==> src/lcp_pkg.sv <==
// Line command parser package: line state struct, response codes, keyword text.
// No dependencies; imported by lcp_step and line_command_parser.
`default_nettype none
package lcp_pkg;

    localparam int LINE_CAPACITY = 64;
    localparam int LEN_W         = $clog2(LINE_CAPACITY);

    localparam int NUM_W     = 18;
    localparam int TIME_W    = 17;
    localparam int PROD_W    = NUM_W + 4;

    localparam logic [NUM_W-1:0]  NUMBER_CAP   = NUM_W'(262143);
    localparam logic [NUM_W-1:0]  TIME_MIN     = NUM_W'(10);
    localparam logic [NUM_W-1:0]  TIME_MAX     = NUM_W'(100000);
    localparam logic [TIME_W-1:0] TIME_DEFAULT = TIME_W'(20);

    localparam logic [LEN_W-1:0] LEN_START  = LEN_W'(5);
    localparam logic [LEN_W-1:0] LEN_STOP   = LEN_W'(4);
    localparam logic [LEN_W-1:0] LEN_STATUS = LEN_W'(6);
    localparam logic [LEN_W-1:0] LEN_PREFIX = LEN_W'(13);
    localparam logic [LEN_W-1:0] LEN_LAST   = LEN_W'(LINE_CAPACITY - 1);

    // candidate bits
    localparam int KW_START  = 0;
    localparam int KW_STOP   = 1;
    localparam int KW_STATUS = 2;
    localparam int KW_PREFIX = 3;

    localparam logic [7:0] CH_NUL   = 8'h00;
    localparam logic [7:0] CH_TAB   = 8'h09;
    localparam logic [7:0] CH_LF    = 8'h0A;
    localparam logic [7:0] CH_VT    = 8'h0B;
    localparam logic [7:0] CH_FF    = 8'h0C;
    localparam logic [7:0] CH_CR    = 8'h0D;
    localparam logic [7:0] CH_SPACE = 8'h20;
    localparam logic [7:0] CH_PLUS  = 8'h2B;
    localparam logic [7:0] CH_MINUS = 8'h2D;
    localparam logic [7:0] CH_ZERO  = 8'h30;
    localparam logic [7:0] CH_NINE  = 8'h39;

    typedef enum logic [2:0] {
        RSP_STARTED  = 3'd0,
        RSP_STOPPED  = 3'd1,
        RSP_STATUS   = 3'd2,
        RSP_TIME_SET = 3'd3,
        RSP_INVALID  = 3'd4,
        RSP_UNKNOWN  = 3'd5,
        RSP_TOO_LONG = 3'd6
    } rsp_code_t;

    typedef enum logic [1:0] {
        NUM_LEAD   = 2'd0,
        NUM_DIGITS = 2'd1,
        NUM_DONE   = 2'd2
    } num_phase_t;

    typedef struct packed {
        logic [LEN_W-1:0]  line_len;
        logic [LEN_W-1:0]  content_len;
        logic [3:0]        kw_cand;
        logic [LEN_W-1:0]  space_run;
        logic              nul_seen;
        num_phase_t        num_phase;
        logic              num_neg;
        logic [NUM_W-1:0]  num_val;
        logic              running;
        logic [TIME_W-1:0] stored_time;
    } lcp_state_t;

    typedef struct packed {
        logic              valid;
        rsp_code_t         code;
        logic              running;
        logic [TIME_W-1:0] itime;
    } lcp_result_t;

    localparam lcp_state_t STATE_RESET = '{
        line_len:    '0,
        content_len: '0,
        kw_cand:     4'hF,
        space_run:   '0,
        nul_seen:    1'b0,
        num_phase:   NUM_LEAD,
        num_neg:     1'b0,
        num_val:     '0,
        running:     1'b0,
        stored_time: TIME_DEFAULT
    };

    // keyword characters by position; NUL past the end never matches a live byte
    function automatic logic [7:0] start_char(input logic [LEN_W-1:0] p);
        logic [7:0] c;
        case (p)
            LEN_W'(0): c = "S";
            LEN_W'(1): c = "T";
            LEN_W'(2): c = "A";
            LEN_W'(3): c = "R";
            LEN_W'(4): c = "T";
            default:   c = CH_NUL;
        endcase
        return c;
    endfunction

    function automatic logic [7:0] stop_char(input logic [LEN_W-1:0] p);
        logic [7:0] c;
        case (p)
            LEN_W'(0): c = "S";
            LEN_W'(1): c = "T";
            LEN_W'(2): c = "O";
            LEN_W'(3): c = "P";
            default:   c = CH_NUL;
        endcase
        return c;
    endfunction

    function automatic logic [7:0] status_char(input logic [LEN_W-1:0] p);
        logic [7:0] c;
        case (p)
            LEN_W'(0): c = "S";
            LEN_W'(1): c = "T";
            LEN_W'(2): c = "A";
            LEN_W'(3): c = "T";
            LEN_W'(4): c = "U";
            LEN_W'(5): c = "S";
            default:   c = CH_NUL;
        endcase
        return c;
    endfunction

    function automatic logic [7:0] prefix_char(input logic [LEN_W-1:0] p);
        logic [7:0] c;
        case (p)
            LEN_W'(0):  c = "S";
            LEN_W'(1):  c = "E";
            LEN_W'(2):  c = "T";
            LEN_W'(3):  c = "_";
            LEN_W'(4):  c = "I";
            LEN_W'(5):  c = "N";
            LEN_W'(6):  c = "T";
            LEN_W'(7):  c = "_";
            LEN_W'(8):  c = "T";
            LEN_W'(9):  c = "I";
            LEN_W'(10): c = "M";
            LEN_W'(11): c = "E";
            LEN_W'(12): c = ":";
            default:    c = CH_NUL;
        endcase
        return c;
    endfunction

endpackage
`default_nettype wire

==> src/line_command_parser.sv <==
// A byte is registered on accept, and its response, if any, is registered in the output
// register when that byte advances; m_tvalid rises as the output register loads.
// Throughput: one byte per cycle unless a response waits; lcp_step is combinational.
// A waiting response holds the state; the input register still takes one byte.
// Reset (aresetn low, synchronous): line state cleared, idle, integration time 20.
// Depends on lcp_pkg and lcp_step.
`default_nettype none
module line_command_parser (
    input  wire logic        aclk,
    input  wire logic        aresetn,
    input  wire logic        s_tvalid,
    output logic             s_tready,
    input  wire logic [7:0]  s_tdata,   // [7:0] rx_byte
    output logic             m_tvalid,
    input  wire logic        m_tready,
    output logic [23:0]      m_tdata    // [2:0] response_code, [3] running,
                                        // [20:4] integration_time, [23:21] zero
);
    import lcp_pkg::*;

    logic        in_valid_reg;
    logic [7:0]  byte_reg;
    lcp_state_t  st_reg;
    lcp_state_t  st_next;
    lcp_result_t res;
    logic        m_valid_reg;
    logic [23:0] m_data_reg;
    logic        out_free;
    logic        advance;

    lcp_step u_step (
        .rx_byte (byte_reg),
        .st      (st_reg),
        .st_next (st_next),
        .res     (res)
    );

    assign out_free = !m_valid_reg || m_tready;
    assign advance  = in_valid_reg && out_free;
    assign s_tready = !in_valid_reg || advance;

    always_ff @(posedge aclk) begin
        if (!aresetn) begin
            in_valid_reg <= 1'b0;
            m_valid_reg  <= 1'b0;
            st_reg       <= STATE_RESET;
        end else begin
            if (s_tready) begin
                in_valid_reg <= s_tvalid;
                byte_reg     <= s_tdata;
            end
            if (advance) begin
                st_reg <= st_next;
            end
            if (out_free) begin
                m_valid_reg <= advance && res.valid;
                m_data_reg  <= {3'b000, res.itime, res.running, res.code};
            end
        end
    end

    assign m_tvalid = m_valid_reg;
    assign m_tdata  = m_data_reg;

    a_time_range: assert property (@(posedge aclk) disable iff (!aresetn)
        st_reg.stored_time >= TIME_MIN[TIME_W-1:0] && st_reg.stored_time <= TIME_MAX[TIME_W-1:0])
        else $error("stored integration time out of range");

    a_len_order: assert property (@(posedge aclk) disable iff (!aresetn)
        st_reg.line_len <= LEN_LAST && st_reg.content_len <= st_reg.line_len &&
        st_reg.space_run <= st_reg.content_len)
        else $error("line length bookkeeping inconsistent");

    a_start_runs: assert property (@(posedge aclk) disable iff (!aresetn)
        m_valid_reg && m_data_reg[2:0] == RSP_STARTED |-> m_data_reg[3])
        else $error("start response without running flag");

    a_stop_idles: assert property (@(posedge aclk) disable iff (!aresetn)
        m_valid_reg && m_data_reg[2:0] == RSP_STOPPED |-> !m_data_reg[3])
        else $error("stop response with running flag");

    a_held_result: assert property (@(posedge aclk) disable iff (!aresetn)
        m_valid_reg && !m_tready |=> st_reg == $past(st_reg) || !$past(in_valid_reg))
        else $error("state advanced while result stalled");

endmodule
`default_nettype wire

==> src/lcp_step.sv <==
// One byte step of the parser: next line state and optional response.
// Combinational; depends on lcp_pkg.
`default_nettype none
module lcp_step (
    input  wire logic [7:0]         rx_byte,
    input  wire lcp_pkg::lcp_state_t st,
    output lcp_pkg::lcp_state_t     st_next,
    output lcp_pkg::lcp_result_t    res
);
    import lcp_pkg::*;

    logic             is_term;
    logic             is_digit;
    logic             is_ws;
    logic [LEN_W-1:0] p;
    logic [LEN_W-1:0] eff_len;
    logic [PROD_W-1:0] prod;
    logic [NUM_W-1:0]  num_acc;
    lcp_state_t       ns;
    rsp_code_t        code;
    logic             rvalid;

    assign is_term  = (rx_byte == CH_LF) || (rx_byte == CH_CR);
    assign is_digit = (rx_byte >= CH_ZERO) && (rx_byte <= CH_NINE);
    assign is_ws    = (rx_byte == CH_SPACE) || (rx_byte == CH_TAB) ||
                      (rx_byte == CH_VT) || (rx_byte == CH_FF);
    assign p        = st.content_len;
    assign eff_len  = st.content_len - st.space_run;

    // value*10 + digit, saturating
    assign prod    = PROD_W'({st.num_val, 3'b000}) + PROD_W'({st.num_val, 1'b0})
                   + PROD_W'(rx_byte[3:0]);
    assign num_acc = (prod > PROD_W'(NUMBER_CAP)) ? NUMBER_CAP : prod[NUM_W-1:0];

    always_comb begin
        ns     = st;
        rvalid = 1'b0;
        code   = RSP_UNKNOWN;

        if (is_term) begin
            if (st.line_len != '0) begin
                rvalid = 1'b1;
                if (st.kw_cand[KW_START] && eff_len == LEN_START) begin
                    ns.running = 1'b1;
                    code       = RSP_STARTED;
                end else if (st.kw_cand[KW_STOP] && eff_len == LEN_STOP) begin
                    ns.running = 1'b0;
                    code       = RSP_STOPPED;
                end else if (st.kw_cand[KW_STATUS] && eff_len == LEN_STATUS) begin
                    code = RSP_STATUS;
                end else if (st.kw_cand[KW_PREFIX] && st.content_len >= LEN_PREFIX) begin
                    if (st.num_neg && st.num_val != '0) begin
                        code = RSP_INVALID;
                    end else if (st.num_val >= TIME_MIN && st.num_val <= TIME_MAX) begin
                        ns.stored_time = st.num_val[TIME_W-1:0];
                        code           = RSP_TIME_SET;
                    end else begin
                        code = RSP_INVALID;
                    end
                end
                ns.line_len    = STATE_RESET.line_len;
                ns.content_len = STATE_RESET.content_len;
                ns.kw_cand     = STATE_RESET.kw_cand;
                ns.space_run   = STATE_RESET.space_run;
                ns.nul_seen    = STATE_RESET.nul_seen;
                ns.num_phase   = STATE_RESET.num_phase;
                ns.num_neg     = STATE_RESET.num_neg;
                ns.num_val     = STATE_RESET.num_val;
            end
        end else if (st.line_len >= LEN_LAST) begin
            rvalid         = 1'b1;
            code           = RSP_TOO_LONG;
            ns.line_len    = STATE_RESET.line_len;
            ns.content_len = STATE_RESET.content_len;
            ns.kw_cand     = STATE_RESET.kw_cand;
            ns.space_run   = STATE_RESET.space_run;
            ns.nul_seen    = STATE_RESET.nul_seen;
            ns.num_phase   = STATE_RESET.num_phase;
            ns.num_neg     = STATE_RESET.num_neg;
            ns.num_val     = STATE_RESET.num_val;
        end else begin
            ns.line_len = st.line_len + LEN_W'(1);
            if (!st.nul_seen) begin
                if (rx_byte == CH_NUL) begin
                    ns.nul_seen = 1'b1;
                end else begin
                    ns.content_len = st.content_len + LEN_W'(1);
                    if (rx_byte == CH_SPACE) begin
                        ns.space_run = st.space_run + LEN_W'(1);
                    end else begin
                        if (st.space_run != '0) begin
                            ns.kw_cand[KW_START]  = 1'b0;
                            ns.kw_cand[KW_STOP]   = 1'b0;
                            ns.kw_cand[KW_STATUS] = 1'b0;
                        end
                        ns.space_run = '0;
                        if (start_char(p) != rx_byte) begin
                            ns.kw_cand[KW_START] = 1'b0;
                        end
                        if (stop_char(p) != rx_byte) begin
                            ns.kw_cand[KW_STOP] = 1'b0;
                        end
                        if (status_char(p) != rx_byte) begin
                            ns.kw_cand[KW_STATUS] = 1'b0;
                        end
                    end
                    if (p < LEN_PREFIX) begin
                        if (prefix_char(p) != rx_byte) begin
                            ns.kw_cand[KW_PREFIX] = 1'b0;
                        end
                    end else if (st.kw_cand[KW_PREFIX]) begin
                        case (st.num_phase)
                            NUM_LEAD: begin
                                if (is_ws) begin
                                    ns.num_phase = NUM_LEAD;
                                end else if (rx_byte == CH_PLUS || rx_byte == CH_MINUS) begin
                                    ns.num_neg   = (rx_byte == CH_MINUS);
                                    ns.num_phase = NUM_DIGITS;
                                end else if (is_digit) begin
                                    ns.num_phase = NUM_DIGITS;
                                    ns.num_val   = num_acc;
                                end else begin
                                    ns.num_phase = NUM_DONE;
                                end
                            end
                            NUM_DIGITS: begin
                                if (is_digit) begin
                                    ns.num_val = num_acc;
                                end else begin
                                    ns.num_phase = NUM_DONE;
                                end
                            end
                            default: begin
                                ns.num_phase = st.num_phase;
                            end
                        endcase
                    end
                end
            end
        end
    end

    assign st_next     = ns;
    assign res.valid   = rvalid;
    assign res.code    = code;
    assign res.running = ns.running;
    assign res.itime   = ns.stored_time;

endmodule
`default_nettype wire

==> config.mk <==
export PLATFORM = sky130hd
export DESIGN_NAME = line_command_parser
export DESIGN_NICKNAME = d
export VERILOG_FILES = /design/src/lcp_pkg.sv /design/src/line_command_parser.sv /design/src/lcp_step.sv
export SDC_FILE = /design/constraint.sdc
export NUM_CORES = 1
export LEC_CHECK = 0
export ABC_AREA = 1
export BUFFER_PORTS_ARGS = -buffer_cell sky130_fd_sc_hd__buf_2
export CORE_MARGIN = 2
export CORE_UTILIZATION = 60
export CTS_CLUSTER_SIZE = 8
export DETAILED_ROUTE_END_ITERATION = 10
export PLACE_DENSITY = 0.8
export SYNTH_ARGS = -nofsm -noshare
export SYNTH_HDL_FRONTEND = slang
export SYNTH_SLANG_ARGS = --single-unit
==> constraint.sdc <==
create_clock -name aclk -period 9.1 [get_ports aclk]
set_clock_uncertainty 0.05 [all_clocks]
set_input_delay 0.455 -clock aclk [delete_from_list [all_inputs] [get_ports aclk]]
set_output_delay 0.455 -clock aclk [all_outputs]
set_load 0.005 [all_outputs]
==> results.yml, run 1 <==
outcome:
  status: "completed"
placed_design:
  gp_congestion: 0.932
  numPortBuffers: 34
  place_hpwl_mm: 13.2
  place_inst: 1194
  dp_slack_ns: 5.69
final_layout:
  largest_register_ff_count: 62
  diodes: 0
  area_growth_pct: 7.32
  final_cell_mix: "nand2_1 (265), inv_1 (146), nand3_1 (106)"
  fin_cells: 1210
  drive_gt1_share_pct: 10.3
  num-nets-final: 1130
  final_common_cell: "nand2_1"
synthesis:
  synth_cell_type_count: 50
  syn_inst: 1038
  synth_edf_count: 29
  ys_ff_latch: 100
  synth-main-ff-cell: "dfxtp_1"
  synth.avg_cell_area_um2: 6.91
  ys.warnings.count: 0
  ys_seq_area_share_pct: 31.9
  syn_area_um2: 7170
  async_flop_share_pct: 0
clocking:
  cts-root-buf: "clkbuf_16"
  clk_latency_ns: 0.35
  numCtsBuffers: 9
  h-tree-depth: 3
  hold_buffers: 0
  ctsResizeCount: 0
  cts_sinks: 100
  cts_tree: "done"
  clock_path_buffers: 2
  clkTransAtPathRegs_ns: 0.07
  post_cts_buffers: 0
critical_path:
  r2r_slack_ns: 5.61
  rr_worst_depth: 15
  crit_start: "byte_reg[3]"
  cp-endpoint: "st_reg[27]"
  path_max_fanout: 18
  r2r_start: "byte_reg[3]"
  criticalPathCategory: "flop to flop"
  end_kind: "flop"
  reg2reg_to: "st_reg[27]"
  worstPathArrival_ns: 3.66
  crit_required_ns: 9.26
  start_kind: "flop"
timing:
  fin_crit_ns: 3.49
  setup_viol: 0
  rsz0062_at_grt: "no"
  slew_headroom_pct: 33.9
  layout_setup_ws_ns: 5.61
  finalHoldViolCount: 0
  slew_viol_final: 0
  holdWs_ns: 0.222
  worst_pin_slew_ns: 0.988
  min_period_over_period_pct: 38.4
  tns_ns: 0
  fmax_mhz: 286
hold_path:
  worstHoldPathType: "input pin to flop"
routing:
  avgRoutedWirePerCell_um: 14.2
  routed_wl_mm: 17.2
  dr.first_iter.drc_count: 440
  ant_nets: 0
  num_vias: 6584
  drtPass1Iterations: 4
  viasPerCell: 5.44
  drcViolationCount: 0
grt:
  gr-total-overflow: 0
  grt_pass1_wl_mm: 28.9
  antenna_found_initial: 0
  grt_pass1_vias: 6155
  grt_use_total_pct: 27.9
  grt_max_degree: 38
die:
  die_area_um2: 12800
  start_util_pct: 62.0
  ios: 38
  design.core.area_um2: 11600
  die_y_um: 113
  fp.dieW_um: 113
  fp-row-count: 39
run:
  drv_cap: 0
pwr:
  power_per_cell_area_nw_per_um2: 128
  leakagePower_nw: 3.85
  peakVddDrop_uv: 119
-- synthesized netlist by cell type (3+ instances only) --
| master | instances | area share, % |
|---|---|---|
| nand2_1 | 265 | 14 |
| inv_1 | 146 | 7.6 |
| nand3_1 | 106 | 7.4 |
| nor2_1 | 79 | 4.1 |
| a21oi_1 | 71 | 5.0 |
| dfxtp_1 | 71 | 20 |
| ha_1 | 53 | 9.2 |
| o21ai_0 | 50 | 3.5 |
| edfxtp_1 | 29 | 12 |
| xor2_1 | 19 | 2.3 |
| nand2_2 | 13 | 1.1 |
| nor3_1 | 13 | 0.91 |
| a21oi_2 | 11 | 1.3 |
| nand4_1 | 11 | 0.96 |
| inv_2 | 10 | 0.52 |
| buf_2 | 8 | 0.56 |
| clkbuf_1 | 8 | 0.42 |
| nor2_2 | 8 | 0.70 |
| nand2_4 | 6 | 0.94 |
| xnor2_1 | 6 | 0.73 |
| buf_4 | 4 | 0.42 |
| nand3b_1 | 4 | 0.42 |
| nor4_1 | 4 | 0.35 |
| and2_1 | 3 | 0.26 |
| fa_1 | 3 | 0.84 |
| nor2_4 | 3 | 0.47 |
| nor3b_1 | 3 | 0.31 |
-- kinds of logic (layout without fill, tap and decap cells) --
group	after synthesis	in the layout	synth area share, %
adder cells (fa/ha/maj)	56	56	10.1
buffers and inverters	183	210	10.3
other	1	3	0.0523
flip-flops	100	100	31.9
AO/OA/AOI/OAI	147	147	11.4
XOR/XNOR	25	25	3.05
AND/OR/NAND/NOR	526	526	33.2
-- per-layer routing --
metal	GRT usage (%)	routed length, um	up-vias
met4	10.7	548	0
li1	-	-	3398
met3	4.18	843	37
met2	47.4	8240	170
met1	35.8	7610	2979
met5	0	0	-
-- per-stage QoR --
| stage | total power [mW] | util, % | area, um2 |
|---|---|---|---|
| floorplan | 0.573 | - | 7180 |
| global placement | 0.596 | 64.0 | 7400 |
| detailed placement | 0.599 | 64.0 | 7400 |
| CTS | 0.985 | 66.6 | 7700 |
| global route | 1.03 | 66.6 | 7700 |
| finish | 0.983 | 66.6 | 7700 |
-- where the power goes --
part	internal (mW)	total, mW	switching (mW)	leakage [nW]
registers	0.476	0.488	0.0113	0.861
logic	0.0347	0.103	0.0682	2.85
clock network	0.222	0.392	0.170	0.146
total	0.733	0.983	0.250	3.85
-- layout make-up --
type                    instances  area (um2)
inverters                     159         599
multi-input cells             757        4150
fillers                      1004        3860
flip-flops and latches        100        2290
clock inverters                 5        60.1
well taps                     143         179
repair buffers                 35         178
clock buffers                  11         243
-- worst max-delay path: stages, from the launching register on --
cell and delay [ns]:
edfxtp_1 0.50, inv_1 0.18, fa_1 0.56, fa_1 0.48, inv_1 0.11, nand3_1 0.07
nand3_1 0.11, nand2_1 0.06, nand2_1 0.11, nand2_1 0.08, nand3_1 0.07, nand2_1 0.07
nor2_2 0.55, nand3_1 0.20, nand2_2 0.11, a21oi_2 0.05
-- how the worst min path moves through the flow --
stage	cells past startpoint	to	from	slack (ns)
2_1_floorplan	2	st_reg[48]	st_reg[48]	0.37
3_3_place_gp	2	st_reg[48]	st_reg[48]	0.38
3_5_place_dp	2	st_reg[46]	st_reg[46]	0.39
4_1_cts	1	byte_reg[6]	s_tdata[6]	0.22
5_1_grt	1	byte_reg[0]	s_tdata[0]	0.22
6_report	1	byte_reg[6]	s_tdata[6]	0.22
Note: power is estimated with default switching activity, not from simulation.
==> run 2: changes to the inputs <==
--- a/config.mk
+++ b/config.mk
@@ -8,10 +8,10 @@
 export ABC_AREA = 1
 export BUFFER_PORTS_ARGS = -buffer_cell sky130_fd_sc_hd__buf_2
 export CORE_MARGIN = 2
-export CORE_UTILIZATION = 60
+export CORE_UTILIZATION = 56
 export CTS_CLUSTER_SIZE = 8
 export DETAILED_ROUTE_END_ITERATION = 10
-export PLACE_DENSITY = 0.8
+export PLACE_DENSITY = 0.79
 export SYNTH_ARGS = -nofsm -noshare
 export SYNTH_HDL_FRONTEND = slang
 export SYNTH_SLANG_ARGS = --single-unit
==> constraint.sdc (replaced) <==
create_clock -name aclk -period 2.9 [get_ports aclk]
set_clock_uncertainty 0.05 [all_clocks]
set_input_delay 0.145 -clock aclk [delete_from_list [all_inputs] [get_ports aclk]]
set_output_delay 0.145 -clock aclk [all_outputs]
set_load 0.005 [all_outputs]
==> run 2 against run 1 <==
Effect of this change:
- first-iteration DRC count increased by 30%
- worst setup slack got worse by 5.4 ns
- worst hold slack got worse by 0.18 ns
- final cell count increased by 4.9%
- critical path depth increased by 6
- register-to-register slack got worse by 5.4 ns
- maximum frequency increased by 29%
- via count increased by 2.1%
==> results.yml, run 2 (synthesis gave the netlist of run 1 again) <==
pwr:
  clkPwrFrac_pct: 39.1
  leakagePower_nw: 4.02
  switchingPower_mw: 0.786
  swShare_pct: 25.6
  peakVddDrop_uv: 252
  power_per_cell_area_nw_per_um2: 384
  p_int_mw: 2.29
  pwr-share-seq_pct: 49.5
  comb_power_share_pct: 11.3
timing:
  fin_crit_ns: 2.70
  fmax_mhz: 370
  finalHoldViolCount: 0
  tns_ns: 0
  rsz0062_at_grt: "no"
  min_period_over_period_pct: 93.2
  setup_viol: 0
  holdWs_ns: 0.0441
  slew_viol_final: 0
routing:
  num_vias: 6721
  drcViolationCount: 0
  dr.first_iter.drc_count: 570
  ant_nets: 0
  viasPerCell: 5.30
  avgRoutedWirePerCell_um: 13.3
  routed_wl_mm: 16.9
  drtPass1Iterations: 5
critical_path:
  crit_required_ns: 3.10
  worst_path_most_repeated_cell: "nand2_1"
  criticalPathCategory: "flop to flop"
  crit_slowest_cell: "edfxtp_1"
  worstPathArrival_ns: 2.90
  start_kind: "flop"
  crit_path_cell_trace: "buf_4, nand2_1, clkinv_1, nand3_2, nand2_2, nand2_4, inv_2, nand2_4, nand2_4, inv_4, nand2_4, nand2_1, nand2_1, nor2_2, inv_1, ha_1, inv_1, nand2_1, nand2_1, nand2_1, nand2_1"
  cpPeakStageDelay_ns: 0.41
  cpLargestDelayFamily: "simple AND/OR/NAND/NOR gates"
  path_max_fanout: 15
  end_kind: "flop"
  path_buf_inv: 6
clocking:
  clkTransAtPathRegs_ns: 0.07
  h-tree-depth: 3
  clk_latency_ns: 0.35
  cts_sinks: 100
  cts-root-buf: "clkbuf_16"
  numCtsBuffers: 9
  clock_path_buffers: 2
  cts_tree: "done"
final_layout:
  fillers: 1100
  diodes: 0
  fin_util_pct: 63.8
  drive_gt1_share_pct: 12.8
  largest_register_ff_count: 62
  final_cell_mix: "nand2_1 (265), inv_1 (143), nand3_1 (104)"
  fin_cells: 1269
  num-nets-final: 1160
  final_common_cell: "nand2_1"
  area_growth_pct: 11.8
die:
  fp.dieW_um: 117
  fp-row-count: 41
  start_util_pct: 57.1
  design.core.area_um2: 12600
  ios: 38
  die_y_um: 117
  die_area_um2: 13700
grt:
  busiest_layer: "met2"
  grt_pass1_vias: 5910
  grt_util_met2_pct: 40.6
  gr-total-overflow: 0
  use_met3_pct: 3.60
  antenna_found_initial: 0
  grt_max_degree: 34
  grt_pass1_wl_mm: 28.0
  grt_use_total_pct: 25.8
  met1_usage_pct: 36.5
placed_design:
  place_hpwl_mm: 13.0
  gp_congestion: 0.942
  place_inst: 1244
  numPortBuffers: 34
hold_path:
  worstHoldPathType: "input pin to flop"
outcome:
  status: "completed"
run:
  drv_cap: 0
run 2: cell types whose count changed in the layout (fill, tap and decap cells not counted), moves of 2 or more:
cell	delta
buf_12	+2
buf_4	+20
dlygate4sd3_1	+8
fa_1	-2
fa_2	+2
inv_1	-3
inv_2	+3
nand3_1	-2
nand3_2	+2
run 2: area by class of cell:
class / instances / area, um2 / share of cell area, %
multi-input combinational: 757 / 4170 / 52.0
sequential: 100 / 2290 / 28.6
inverter: 159 / 599 / 7.48
timing repair buffer: 65 / 448 / 5.59
clock buffer: 10 / 229 / 2.86
tap: 172 / 215 / 2.68
clock inverter: 6 / 63.8 / 0.796
run 2: timing repair:
item                                   CTS  global route
buffers inserted                         0             1
endpoints found under the hold margin    8             0
hold buffers                             8             0
setup endpoints to repair                0            19
gates resized for setup                  0             8
run 2: metrics by stage:
stage | setup slack [ns] | power, mW | instance area [um2]
floorplan | 0.0322 | 1.80 | 7190
global placement | 0.155 | 1.88 | 7620
detailed placement | 0.0617 | 1.89 | 7620
CTS | 0.0442 | 3.08 | 7990
global route | 0.00140 | 3.21 | 8020
finish | 0.197 | 3.08 | 8020
run 2: final timing paths:
path	depth (start not counted)	endpoint	start	slack (ns)
worst min-delay path	3	in_valid_reg	s_tvalid	0.04
worst min register to register	2	st_reg[36]	st_reg[36]	0.40
worst max register to register	21	flop	byte_reg[2]	0.20
worst max-delay path	21	flop	byte_reg[2]	0.20
run 2: power by group through the flow:
stage / clock network, mW / registers [mW] / logic, mW
3_5_place_dp: 0 / 1.56 / 0.334
5_1_grt: 1.28 / 1.53 / 0.396
6_report: 1.20 / 1.52 / 0.349
3_3_place_gp: 0 / 1.55 / 0.328
4_1_cts: 1.22 / 1.52 / 0.345
2_1_floorplan: 0 / 1.55 / 0.245
run 2: tightest hold or removal path, stage by stage:
cell and delay (ns):
buf_2 0.10, inv_1 0.08, a21oi_1 0.07
run 2: metal layers:
layer	part of all wire [%]	wire length, um	vias up
li1	-	-	3455
met1	47	7880	3026
met2	45	7660	208
met3	6.0	1010	32
met4	2.0	333	0
met5	0	0	-
==> run 3: changes to the inputs <==
--- a/config.mk
+++ b/config.mk
@@ -7,6 +7,7 @@
 export LEC_CHECK = 0
 export ABC_AREA = 1
 export BUFFER_PORTS_ARGS = -buffer_cell sky130_fd_sc_hd__buf_2
+export CORE_ASPECT_RATIO = 1.4
 export CORE_MARGIN = 2
 export CORE_UTILIZATION = 56
 export CTS_CLUSTER_SIZE = 8
==> run 3 against run 2 <==
Effect of this change:
- combinational power up 3%
- design area about the same
- flip-flop and latch count unchanged
- worst hold slack better by 0.094 ns
- wire length up 5.7%
- utilization up 0.72 points
- critical path type unchanged
- largest power group unchanged
- highest routed layer unchanged
==> results.yml, run 3 (synthesis gave the netlist of run 1 again) <==
clocking:
  cts_sinks: 100
  clk_latency_ns: 0.35
  cts_tree: "done"
  clock_path_buffers: 2
  clkTransAtPathRegs_ns: 0.07
  numCtsBuffers: 9
  cts-root-buf: "clkbuf_16"
  h-tree-depth: 3
pwr:
  comb_power_share_pct: 11.7
  switchingPower_mw: 0.828
  clkPwrFrac_pct: 38.4
  power_per_cell_area_nw_per_um2: 381
  leakagePower_nw: 4.04
  swShare_pct: 27.1
  pwr-share-seq_pct: 49.9
  peakVddDrop_uv: 222
  p_int_mw: 2.23
timing:
  setup_viol: 0
  tns_ns: 0
  finalHoldViolCount: 0
  min_period_over_period_pct: 93.9
  rsz0062_at_grt: "no"
  slew_viol_final: 0
  fin_crit_ns: 2.72
  fmax_mhz: 367
  layout_setup_ws_ns: 0.177
die:
  die_y_um: 138
  die_area_um2: 13700
  start_util_pct: 57.7
  ios: 38
  design.core.area_um2: 12400
  fp.dieW_um: 99.7
  fp-row-count: 48
placed_design:
  gp_congestion: 0.912
  place_hpwl_mm: 13.9
  dp_slack_ns: 0.120
  numPortBuffers: 34
critical_path:
  crit_path_cell_trace: "buf_4, nand2_1, clkinv_1, nand3_2, nand2_2, nand2_4, inv_2, nand2_4, nand2_4, inv_4, nand2_4, nand2_1, nand2_1, nor2_2, inv_1, ha_1, inv_1, nand2_1, nand2_1, nand2_1, nand2_1"
  r2r_slack_ns: 0.18
  end_kind: "flop"
  crit_start: "byte_reg[2]"
  criticalPathCategory: "flop to flop"
  crit_required_ns: 3.09
  start_kind: "flop"
  worst_path_most_repeated_cell: "nand2_1"
  worstPathArrival_ns: 2.91
  path_buf_inv: 6
  cpPeakStageDelay_ns: 0.39
  r2r_start: "byte_reg[2]"
  rr_worst_depth: 21
  crit_cells: 21
  path_max_fanout: 15
  cpLargestDelayFamily: "simple AND/OR/NAND/NOR gates"
  crit_slowest_cell: "edfxtp_1"
final_layout:
  final_common_cell: "nand2_1"
  largest_register_ff_count: 62
  num-nets-final: 1165
  final_cell_mix: "nand2_1 (265), inv_1 (145), nand3_1 (105)"
  diodes: 0
  regArea_um2: 2290
  drive_gt1_share_pct: 12.7
  fillers: 1127
  multiInputGateArea_um2: 4160
  fin_util_pct: 64.5
  area_growth_pct: 11.8
hold_path:
  worstHoldStart: "aresetn"
  holdPathEnd: "st_reg[43]"
  worstHoldPathType: "input pin to flop"
  hold_path_depth: 3
routing:
  viasPerCell: 5.49
  num_vias: 6869
  drcViolationCount: 0
  drtPass1Iterations: 5
  dr.first_iter.drc_count: 388
  routed_wl_mm: 17.8
  ant_nets: 0
  avgRoutedWirePerCell_um: 14.3
grt:
  grt_use_total_pct: 26.5
  grt_max_degree: 29
  grt_pass1_vias: 6600
  grt_pass1_wl_mm: 29.1
  gr-total-overflow: 0
  antenna_found_initial: 0
run:
  drv_cap: 0
outcome:
  status: "completed"
## run 3: worst max path at each step
stage | to | slack [ns]
after CTS | st_reg[28] | 0.1
after floorplan | st_reg[26] | 0.03
after global routing | st_reg[28] | 0.001
after global placement | st_reg[23] | 0.18
final | flop | 0.18
after detailed placement | st_reg[31] | 0.12
## run 3: power groups by stage
stage	Clock, mW	Sequential, mW	Combinational [mW]
floorplan	0	1.55	0.245
global placement	0	1.55	0.335
detailed placement	0	1.55	0.342
CTS	1.18	1.52	0.356
finish	1.17	1.52	0.358
global route	1.24	1.53	0.404
## run 3: what timing repair did
item / in CTS / in global routing
hold buffers: 9 / 0
buffers inserted: 0 / 0
gates resized for setup: 0 / 3
endpoints found under the setup margin: 0 / 18
endpoints found under the hold margin: 9 / 0
## run 3: through the flow
step           cell area, um2  std cells  power [mW]  hold slack [ns]
6_report                 8020       1252        3.05            0.138
5_1_grt                  8020       1252        3.17            0.137
4_1_cts                  8010       1252        3.06            0.122
3_5_place_dp             7630       1227        1.90            0.274
3_3_place_gp             7630       1227        1.89            0.272
2_1_floorplan            7190       1040        1.80            0.194
## run 3: per-layer routing
layer  share of wire (%)  track usage, %
met2                  54            50.9
met3                 3.9            3.33
met4                 4.0            14.5
met5                   0               0
met1                  38            27.8
## run 3: worst min-delay path: cells and delay by family
family	cells	cell delay (ns)
compound gates	1	0.04
buf+inv	1	0.19
simple gates	1	0.11
## run 3: cell type report
class / count / share of cell area (%)
clock buffers: 9 / 2.81
inverters: 159 / 7.47
flip-flops and latches: 100 / 28.6
repair buffers: 70 / 6.08
clock inverters: 7 / 0.827
well taps: 150 / 2.34
multi-input cells: 757 / 51.9
